### config.mk
export PLATFORM = sky130hd
export DESIGN_NAME = mqsfp_ram
export DESIGN_NICKNAME = d
export VERILOG_FILES = /design/src/rtl/core/mqsfp_ram.sv
export SDC_FILE = /design/constraint.sdc
export NUM_CORES = 1
export LEC_CHECK = 0
export BUFFER_PORTS_ARGS = -buffer_cell sky130_fd_sc_hd__buf_4
export CORE_ASPECT_RATIO = 0.7
export CORE_MARGIN = 8
export CORE_UTILIZATION = 30
export CTS_CLUSTER_SIZE = 30
export DETAILED_ROUTE_END_ITERATION = 10
export GPL_ROUTABILITY_DRIVEN = 0
export PLACE_DENSITY = 0.44
export SYNTH_ARGS = -nofsm -noshare
export SYNTH_HDL_FRONTEND = slang
export SYNTH_SLANG_ARGS = --single-unit
### constraint.sdc
create_clock -name clk -period 2.4 [get_ports clk]
set_input_delay 0.48 -clock clk [delete_from_list [all_inputs] [get_ports clk]]
set_output_delay 0.48 -clock clk [all_outputs]
set_load 0.005 [all_outputs]
### src/rtl/core/mqsfp_ram.sv
`default_nettype none

module mqsfp_ram #(
  parameter int WIDTH = 8,
  parameter int DEPTH = 16
) (
  input  wire logic                                   clk,
  input  wire logic                                   wr_en,
  input  wire logic [(DEPTH > 1 ? $clog2(DEPTH) : 1)-1:0] wr_addr,
  input  wire logic [WIDTH-1:0]                       wr_data,
  input  wire logic                                   rd_en,
  input  wire logic [(DEPTH > 1 ? $clog2(DEPTH) : 1)-1:0] rd_addr,
  output logic      [WIDTH-1:0]                       rd_data
);

  logic [WIDTH-1:0] mem [DEPTH];

  // one write port, one registered read port
  always_ff @(posedge clk) begin
    if (wr_en) begin
      mem[wr_addr] <= wr_data;
    end
    if (rd_en) begin
      rd_data <= mem[rd_addr];
    end
  end

endmodule

`default_nettype wire
==> flow_metrics.env, run 1 <==
export IMPL_portBuffers=26
export IMPL_period_needed_ns=1.62
export IMPL_clkSinkCount=136
export IMPL_synthesis_instances=229
export IMPL_cts_tree="built"
export IMPL_floorplan_rows=40
export IMPL_final_common_cell="edfxtp_1"
export IMPL_cts_setup_buffers=0
export IMPL_crit_path_start_kind="input port"
export IMPL_r2r_start="mem[6][1]"
export IMPL_p_leak_uw=0.00218
export IMPL_finalWirelength_mm=11.5
export IMPL_cp_required_ns=2.55
export IMPL_fmax_ghz=0.619
export IMPL_clk_latency_ns=0.41
export IMPL_cp_depth=5
export IMPL_yosysTopAreaCellShare=0.781
export IMPL_fin_tns_setup_ns=0
export IMPL_p_int_uw=4630
export IMPL_grt_overflow=0
export IMPL_avgSynthCellArea_um2=22.8
export IMPL_power_frac_seq=0.470
export IMPL_yosysUniqueCellTypes=18
export IMPL_max_cap_violations=0
export IMPL_crit_family="multiplexers"
export IMPL_critical_path_class="input port to register"
export IMPL_htree_levels=4
export IMPL_dieArea_um2=22000
export IMPL_grt_pass1_vias=2668
export IMPL_synthTopCellsByArea="edfxtp_1, mux4_2, mux4_1"
export IMPL_p_per_area_nw_per_um2=888
export IMPL_clock_path_buffers=2
export IMPL_cts_resized=0
export IMPL_relSlewSlack=0.684
export IMPL_setup_viol=0
export IMPL_antenna_cells=0
export IMPL_reg2regPathDepth=3
export IMPL_yosysWarningCount=0
export IMPL_route_detailed_drc=0
export IMPL_tightest_slew_ns=0.474
export IMPL_die_w_um=174
export IMPL_status="complete, no violations"
export IMPL_synth_seq_area_share=0.781
export IMPL_arrival_ns=1.77
export IMPL_drtIter0Drc=124
export IMPL_syn_nets=248
export IMPL_cts_hold_buf=0
export IMPL_finalCritPeriodShare=0.673
export IMPL_cpMaxStageDelayCell="mux4_1"
export IMPL_swShare=0.192
export IMPL_max_stage_delay_ns=0.57
export IMPL_holdPathStages=1
export IMPL_dpl_cell_area_um2=5830
export IMPL_rsz0062_at_grt="no"
export IMPL_worstPathCellList="buf_4 > buf_12 > mux4_1 > a22oi_1 > nand2_1"
export IMPL_pin_count=27
export IMPL_power_switching_uw=1100
export IMPL_vias=2451
export IMPL_final_cell_area_um2=6460
export IMPL_numCtsBuffers=17
export IMPL_layout_drive_gt1_share=0.327
export IMPL_hpwl_mm=7.72
export IMPL_area_delta_synth_final_pct=23.6
export IMPL_hold_path_class="input port to register"
export IMPL_dp_cells=500
export IMPL_ys_seq_elements=136
export IMPL_ant_nets=0
export IMPL_fp_dieH_um=126
export IMPL_crit_buf_inv=2
export IMPL_cp_startpoint="rd_addr[0]"
export IMPL_holdWs_ns=0.376
export IMPL_syn_area_um2=5230
export IMPL_vias_per_cell=4.62
export IMPL_start_util=0.305
export IMPL_grt_total_usage=0.111
export IMPL_antenna_found_initial=0
export IMPL_grt_max_degree=31
export IMPL_hold_viol_final=0
export IMPL_ir_worst_vdd_uv=403
export IMPL_finalMaxSlewViolations=0
export IMPL_skew_ns=0.00799
export IMPL_stdcell_count=531
export IMPL_grt_pass1_wl_mm=17.5
export IMPL_final_cell_mix="edfxtp_1, buf_4, mux4_2, clkbuf_16, a22oi_1"
export IMPL_clkPwrFrac=0.484
export IMPL_synth_area_leader_cell="edfxtp_1"
export IMPL_pwr_share_comb=0.046
export IMPL_cp_max_fo=18
export IMPL_cts_root_buf="clkbuf_16"
export IMPL_crit_path_end_kind="register"
export IMPL_core_um2=17100
export IMPL_wire_per_inst_um=21.7
export IMPL_clk_pin_slew_ns=0.06
export IMPL_fin_nets=307
export IMPL_dr_pass1_iters=4
export IMPL_hp_start="wr_data[5]"
[sequential cells by signal, summed over array words and instances, names as in the netlist]
signal	count
rd_data	8
mem	128
[stage by stage]
step                setup slack [ns]  utilization  total power, uW
detailed placement             0.359        0.341             3020
finish                         0.785        0.378             5740
global route                   0.711        0.378             5940
CTS                            0.796        0.378             5820
floorplan                      0.427            -             2870
global placement               0.359        0.341             3010
[per-layer routing]
metal  routed length [um]  vias to the layer above  GRT usage  part of all wire
met5                    0                        -          0                 0
met4                   57                        0     0.0346            0.0049
met3                  581                        7     0.0338             0.050
met2                 5040                       53      0.161              0.44
met1                 5840                     1289      0.156              0.51
li1                     -                     1102          -                 -
[cells in the mapped netlist]
cell type          n
a22oi_1           16
and2b_1            1
nand3_1            1
edfxtp_1         136
buf_6              3
nor2b_1            1
or3b_2             1
mux4_2            18
clkdlybuf4s25_2    3
nand2_1            9
nor3_1             4
buf_4              1
mux4_1            14
nand2b_1           2
buf_2              3
nand3b_1           2
nor2_1            13
and2_1             1
[cell type report]
cell class	count	area, um^2
Clock buffer	18	429
Fill cell	1578	10700
Clock inverter	13	203
Multi-Input combinational cell	83	1060
Tap cell	231	289
Timing Repair Buffer	50	400
Sequential cell	136	4080
[logic make-up after synthesis]
logic type,Yosys count,share of synthesized area
AOI/OAI and AO/OA,16,0.0230
buffers and inverters,10,0.0165
DFF,136,0.781
muxes,32,0.148
and+or+nand+nor,35,0.0314
[final timing paths]
path,end,slack [ns]
max reg2reg,rd_data[1],0.91
min reg2reg,rd_data[2],0.76
max,rd_data[1],0.78
min,mem[6][5],0.38
[power by group through the flow]
stage,logic [uW],registers (uW),clock network (uW)
detailed placement,273,2740,0
floorplan,135,2740,0
finish,266,2700,2780
CTS,273,2690,2850
global route,291,2700,2950
global placement,268,2740,0
Note: power is estimated with default switching activity, not from simulation.
==> inputs of run 2 (changes only) <==
Settings changed: ABC_AREA set to 1, PLACE_DENSITY 0.44 to 0.45.
Clock period 2.4 ns to 1.3 ns, I/O delays scaled along.
==> run 2 against run 1 <==
Core utilization grew 0.23 points. Total power increased by 86%. Count of clock-buffer cells in the layout down 1. Critical path type is now register to output port. Non-clock buffer count grew 17. First-iteration DRC count increased to 2.9 times the previous value. Largest cell class unchanged.
==> flow_metrics.env, run 2 <==
export IMPL_crit_path_end_kind="output port"
export IMPL_final_util=0.380
export IMPL_cts_hold_buf=0
export IMPL_portBuffers=26
export IMPL_setup_viol=0
export IMPL_relSlewSlack=0.799
export IMPL_core_um2=19000
export IMPL_wire_per_inst_um=16.9
export IMPL_synthesis_instances=551
export IMPL_drtIter0Drc=365
export IMPL_crit_buf_inv=1
export IMPL_clock_path_buffers=2
export IMPL_grt_total_usage=0.129
export IMPL_cp_max_fo=1
export IMPL_holdPathStages=1
export IMPL_synthMostInstantiatedCell="nand2_1"
export IMPL_power_uw=10700
export IMPL_async_reset_ff_frac=0
export IMPL_synthTopCellsByArea="edfxtp_1, nand2_1, nand3_1"
export IMPL_final_cell_area_um2=7230
export IMPL_fp_dieH_um=133
export IMPL_dominantRegCellSynth="edfxtp_1"
export IMPL_hold_viol_final=0
export IMPL_antenna_found_initial=0
export IMPL_dieArea_um2=24300
export IMPL_fillers=1901
export IMPL_status="complete, no violations"
export IMPL_die_w_um=183
export IMPL_cpMaxStageDelayCell="edfxtp_1"
export IMPL_final_cell_mix="nand2_1, edfxtp_1, inv_1, nand3_1, buf_4"
export IMPL_reg2regPathDepth=6
export IMPL_htree_levels=4
export IMPL_dr_pass1_iters=5
export IMPL_floorplan_rows=42
export IMPL_clk_latency_ns=0.41
export IMPL_grt_pass1_wl_mm=23.2
export IMPL_clk_pin_slew_ns=0.06
export IMPL_cp_required_ns=1.04
export IMPL_hold_path_class="input port to register"
export IMPL_grt_pass1_vias=3907
export IMPL_dpl_cell_area_um2=6610
export IMPL_hpwl_mm=10.2
export IMPL_syn_nets=570
export IMPL_ant_nets=0
export IMPL_skew_ns=0.0110
export IMPL_syn_area_um2=5850
export IMPL_numCtsBuffers=17
export IMPL_synth_common_cells="nand2_1, edfxtp_1, inv_1"
export IMPL_pin_count=27
export IMPL_start_util=0.307
export IMPL_yosysWarningCount=0
export IMPL_ys_seq_elements=136
export IMPL_crit_path_start_kind="register"
export IMPL_ff_latch_area_um2=4080
export IMPL_yosysUniqueCellTypes=11
export IMPL_rsz0062_at_grt="no"
export IMPL_max_stage_delay_ns=0.44
export IMPL_layout_drive_gt1_share=0.157
export IMPL_crit_family="flip-flops"
export IMPL_largest_register_ff_count=128
export IMPL_vias_per_cell=4.37
export IMPL_arrival_ns=1.01
export IMPL_period_needed_ns=1.27
export IMPL_grt_max_degree=21
export IMPL_synth_enable_flop_cells=136
export IMPL_max_cap_violations=0
export IMPL_avgSynthCellArea_um2=10.6
export IMPL_finalCritPeriodShare=0.977
export IMPL_cts_tree="built"
export IMPL_route_detailed_drc=0
export IMPL_finalWirelength_mm=15.0
export IMPL_final_common_cell="nand2_1"
export IMPL_reg_top3="mem: 128 flops, rd_data: 8 flops"
export IMPL_synth_area_leader_cell="edfxtp_1"
export IMPL_worstPathCellList="buf_4"
export IMPL_largest_register="mem"
export IMPL_multi_input_comb_area_um2=1220
export IMPL_cp_depth=1
export IMPL_antenna_cells=0
export IMPL_ir_worst_vdd_uv=836
export IMPL_area_delta_synth_final_pct=23.6
export IMPL_fin_nets=632
export IMPL_critical_path_class="register to output port"
export IMPL_yosysTopAreaCellShare=0.698
export IMPL_grt_overflow=0
export IMPL_p_leak_uw=0.00309
export IMPL_vias=3881
export IMPL_clkSinkCount=136
export IMPL_fmax_ghz=0.787
export IMPL_tightest_slew_ns=0.300
export IMPL_p_per_area_nw_per_um2=1470
export IMPL_cts_root_buf="clkbuf_16"
export IMPL_synth_seq_area_share=0.698
export IMPL_finalMaxSlewViolations=0
## run 2: changes by cell type after synthesis, sizes merged, moves of 2 or more
cell / delta
nand3: +96
nand2: +164
nand2b: -2
inv: +102
buf: +17
nor3: -4
a22oi: -16
mux4: -32
nor2: +4
clkdlybuf4s25: -3
## run 2: timing repair
| action | in CTS | in global routing |
|---|---|---|
| setup endpoints to repair | 0 | 1 |
| buffers inserted | 0 | 0 |
| gates resized for setup | 0 | 1 |
## run 2: layout make-up
cell class                 count  area share
sequential                   136       0.565
multi-input combinational    289       0.169
timing repair buffer          67      0.0834
clock buffer                  17      0.0589
inverter                     102      0.0530
tap                          264      0.0457
clock inverter                14      0.0253
## run 2: report_power, final
group | internal [uW] | switching, uW | leakage [uW]
Combinational | 261 | 454 | 0.00156
Sequential | 4940 | 33.6 | 0.00124
Clock | 3180 | 1790 | 0.000291
Total | 8380 | 2280 | 0.00309
## run 2: cells by family (layout without fill, tap and decap cells)
group	after synthesis	count (layout)	synth area share
flops	136	136	0.698
simple gates	289	289	0.208
buf+inv	126	200	0.0939
## run 2: routing by layer
layer,vias to the layer above,track usage,share of wire
met5,-,0,0
li1,1909,-,-
met4,0,0.0297,0.0055
met3,7,0.0290,0.046
met2,87,0.187,0.42
met1,1878,0.191,0.53
## run 2: worst paths after layout
kind	start	end	slack [ns]
worst max-delay path	rd_data[1]	rd_data[1]	0.03
worst min-delay path	rd_en	rd_data[3]	0.17
worst max register to register	mem[8][3]	rd_data[3]	0.10
worst min register to register	mem[14][0]	rd_data[0]	0.76
## run 2: metrics by stage
step	hold WS [ns]	setup TNS, ns	cells	worst slack [ns]
floorplan	0.359	0	551	0.0892
global placement	0.575	-2.23	858	-0.216
detailed placement	0.583	-1.87	858	-0.227
CTS	0.158	0	889	0.0256
global route	0.166	0	889	0.00647
finish	0.174	0	889	0.0299
==> inputs of run 3 (changes only) <==
Settings changed: ABC_AREA 1 to unset.
==> run 3 against run 2 <==
The run now ends with setup timing left. Hold slack got worse by 0.016 ns. Worst setup slack lost 0.091 ns. Fmax down 6.7%. Critical endpoint is now rd_data[4]. Final cell count decreased by 40%. First-iteration DRC count decreased by 56%.
==> flow_metrics.env, run 3 (synthesized netlist as in run 1, its figures left out) <==
export IMPL_cts_root_buf="clkbuf_16"
export IMPL_hpwl_mm=7.88
export IMPL_dpl_cell_area_um2=5940
export IMPL_finalCritPeriodShare=1.05
export IMPL_r2r_slack_ns=-0.06
export IMPL_antenna_found_initial=0
export IMPL_hold_path_class="input port to register"
export IMPL_antenna_cells=0
export IMPL_top_layer="met4"
export IMPL_grt_max_degree=18
export IMPL_p_leak_uw=0.00212
export IMPL_met1_length_mm=5.98
export IMPL_fin_nets=310
export IMPL_fp_dieH_um=126
export IMPL_route_detailed_drc=0
export IMPL_max_cap_violations=0
export IMPL_drtIter0Drc=162
export IMPL_clk_pin_slew_ns=0.06
export IMPL_period_needed_ns=1.36
export IMPL_layout_drive_gt1_share=0.441
export IMPL_violations="setup timing"
export IMPL_final_common_cell="edfxtp_1"
export IMPL_start_util=0.305
export IMPL_area_delta_synth_final_pct=25.4
export IMPL_final_util=0.383
export IMPL_reg2regPathDepth=3
export IMPL_setup_slack_ns=-0.0606
export IMPL_pin_count=27
export IMPL_cpMaxStageDelayCell="mux4_2"
export IMPL_dr_pass1_iters=4
export IMPL_max_stage_delay_ns=0.47
export IMPL_final_cell_mix="edfxtp_1, buf_4, mux4_2, clkbuf_16, a22oi_2"
export IMPL_finalMaxSlewViolations=0
export IMPL_fmax_ghz=0.735
export IMPL_clkSinkCount=136
export IMPL_crit_path_start_kind="register"
export IMPL_largest_register="mem"
export IMPL_cts_setup_buffers=0
export IMPL_arrival_ns=1.52
export IMPL_holdWs_ns=0.158
export IMPL_rsz0062_at_grt="yes"
export IMPL_finalWirelength_mm=11.4
export IMPL_grt_pass1_vias=2702
export IMPL_tightest_slew_ns=1.01
export IMPL_clk_latency_ns=0.41
export IMPL_holdPathStages=1
export IMPL_core_um2=17100
export IMPL_status="complete, but fails checks"
export IMPL_p_per_area_nw_per_um2=1530
export IMPL_reg_top3="mem: 128 flops, rd_data: 8 flops"
export IMPL_portBuffers=26
export IMPL_cp_required_ns=1.45
export IMPL_die_w_um=174
export IMPL_grt_total_usage=0.110
export IMPL_clock_path_buffers=2
export IMPL_cts_hold_buf=0
export IMPL_routed_wl_met2_mm=4.58
export IMPL_dieArea_um2=22000
export IMPL_vias_per_cell=4.61
export IMPL_ant_nets=0
export IMPL_critical_path_class="register to register"
export IMPL_skew_ns=0.00986
export IMPL_relSlewSlack=0.326
export IMPL_route_met3_wl_um=649
export IMPL_crit_path_end_kind="register"
export IMPL_setup_viol=10
export IMPL_ir_worst_vdd_uv=534
export IMPL_final_cell_area_um2=6560
export IMPL_floorplan_rows=40
export IMPL_hold_viol_final=0
export IMPL_vias=2464
export IMPL_numCtsBuffers=17
export IMPL_wire_per_inst_um=21.2
export IMPL_grt_pass1_wl_mm=17.3
export IMPL_htree_levels=4
export IMPL_grt_overflow=0
export IMPL_largest_register_ff_count=128
export IMPL_cp_max_fo=1
export IMPL_cts_tree="built"
export IMPL_worstPathCellList="mux4_2 > a22oi_2 > nand2_1"
==> run 3: cell types whose count changed in the layout (fill, tap and decap cells not counted), sizes merged, moves of 2 or more <==
cell	change
inv	-100
clkinv	-3
nor3	+4
bufinv	-3
clkinvlp	+5
nand2	-164
nand2b	+2
mux4	+32
nor2	-4
buf	-14
a22oi	+16
nand3	-96
==> run 3: worst max-delay path, delay by kind of cell, from the launching register on <==
family	cells	cell delay, ns
mux	1	0.47
compound gates	1	0.19
flops	1	0.37
simple gates	1	0.06
==> run 3: where the power goes <==
group          switching (uW)  internal (uW)  total (uW)
registers                35.0           4940        4980
clock network            1870           2620        4490
logic                     290            278         567
total                    2190           7840       10000
==> run 3: what timing repair did <==
item                       CTS  global route
gates resized for setup      7             7
setup endpoints to repair   10            10
pin swaps                    2             0
==> run 3: area by class of cell <==
| cell class | instances | area (um^2) |
|---|---|---|
| Clock inverter | 15 | 130 |
| Tap cell | 231 | 289 |
| Clock buffer | 17 | 425 |
| Multi-Input combinational cell | 83 | 1100 |
| Fill cell | 1592 | 10600 |
| Timing Repair Buffer | 53 | 531 |
| Sequential cell | 136 | 4080 |
==> run 3: worst paths after layout <==
kind,from,end
min,wr_data[5],mem[12][5]
min reg2reg,mem[14][1],rd_data[1]
max,mem[0][4],rd_data[4]
max reg2reg,mem[0][4],rd_data[4]
==> run 3: metal layers <==
metal  GRT usage  vias up
li1            -     1092
met4      0.0466        0
met1       0.165     1291
met2       0.144       67
met3      0.0287       14
met5           0        -
==> run 3: stage by stage <==
stage,total power [uW],setup TNS (ns),instances,setup slack [ns]
3_5_place_dp,5620,-12.98,503,-0.405
5_1_grt,10300,-0.830,535,-0.110
2_1_floorplan,5330,-1.78,229,-0.160
4_1_cts,10100,-0.580,535,-0.0873
6_report,10000,-0.345,535,-0.0606
3_3_place_gp,5620,-12.88,503,-0.415
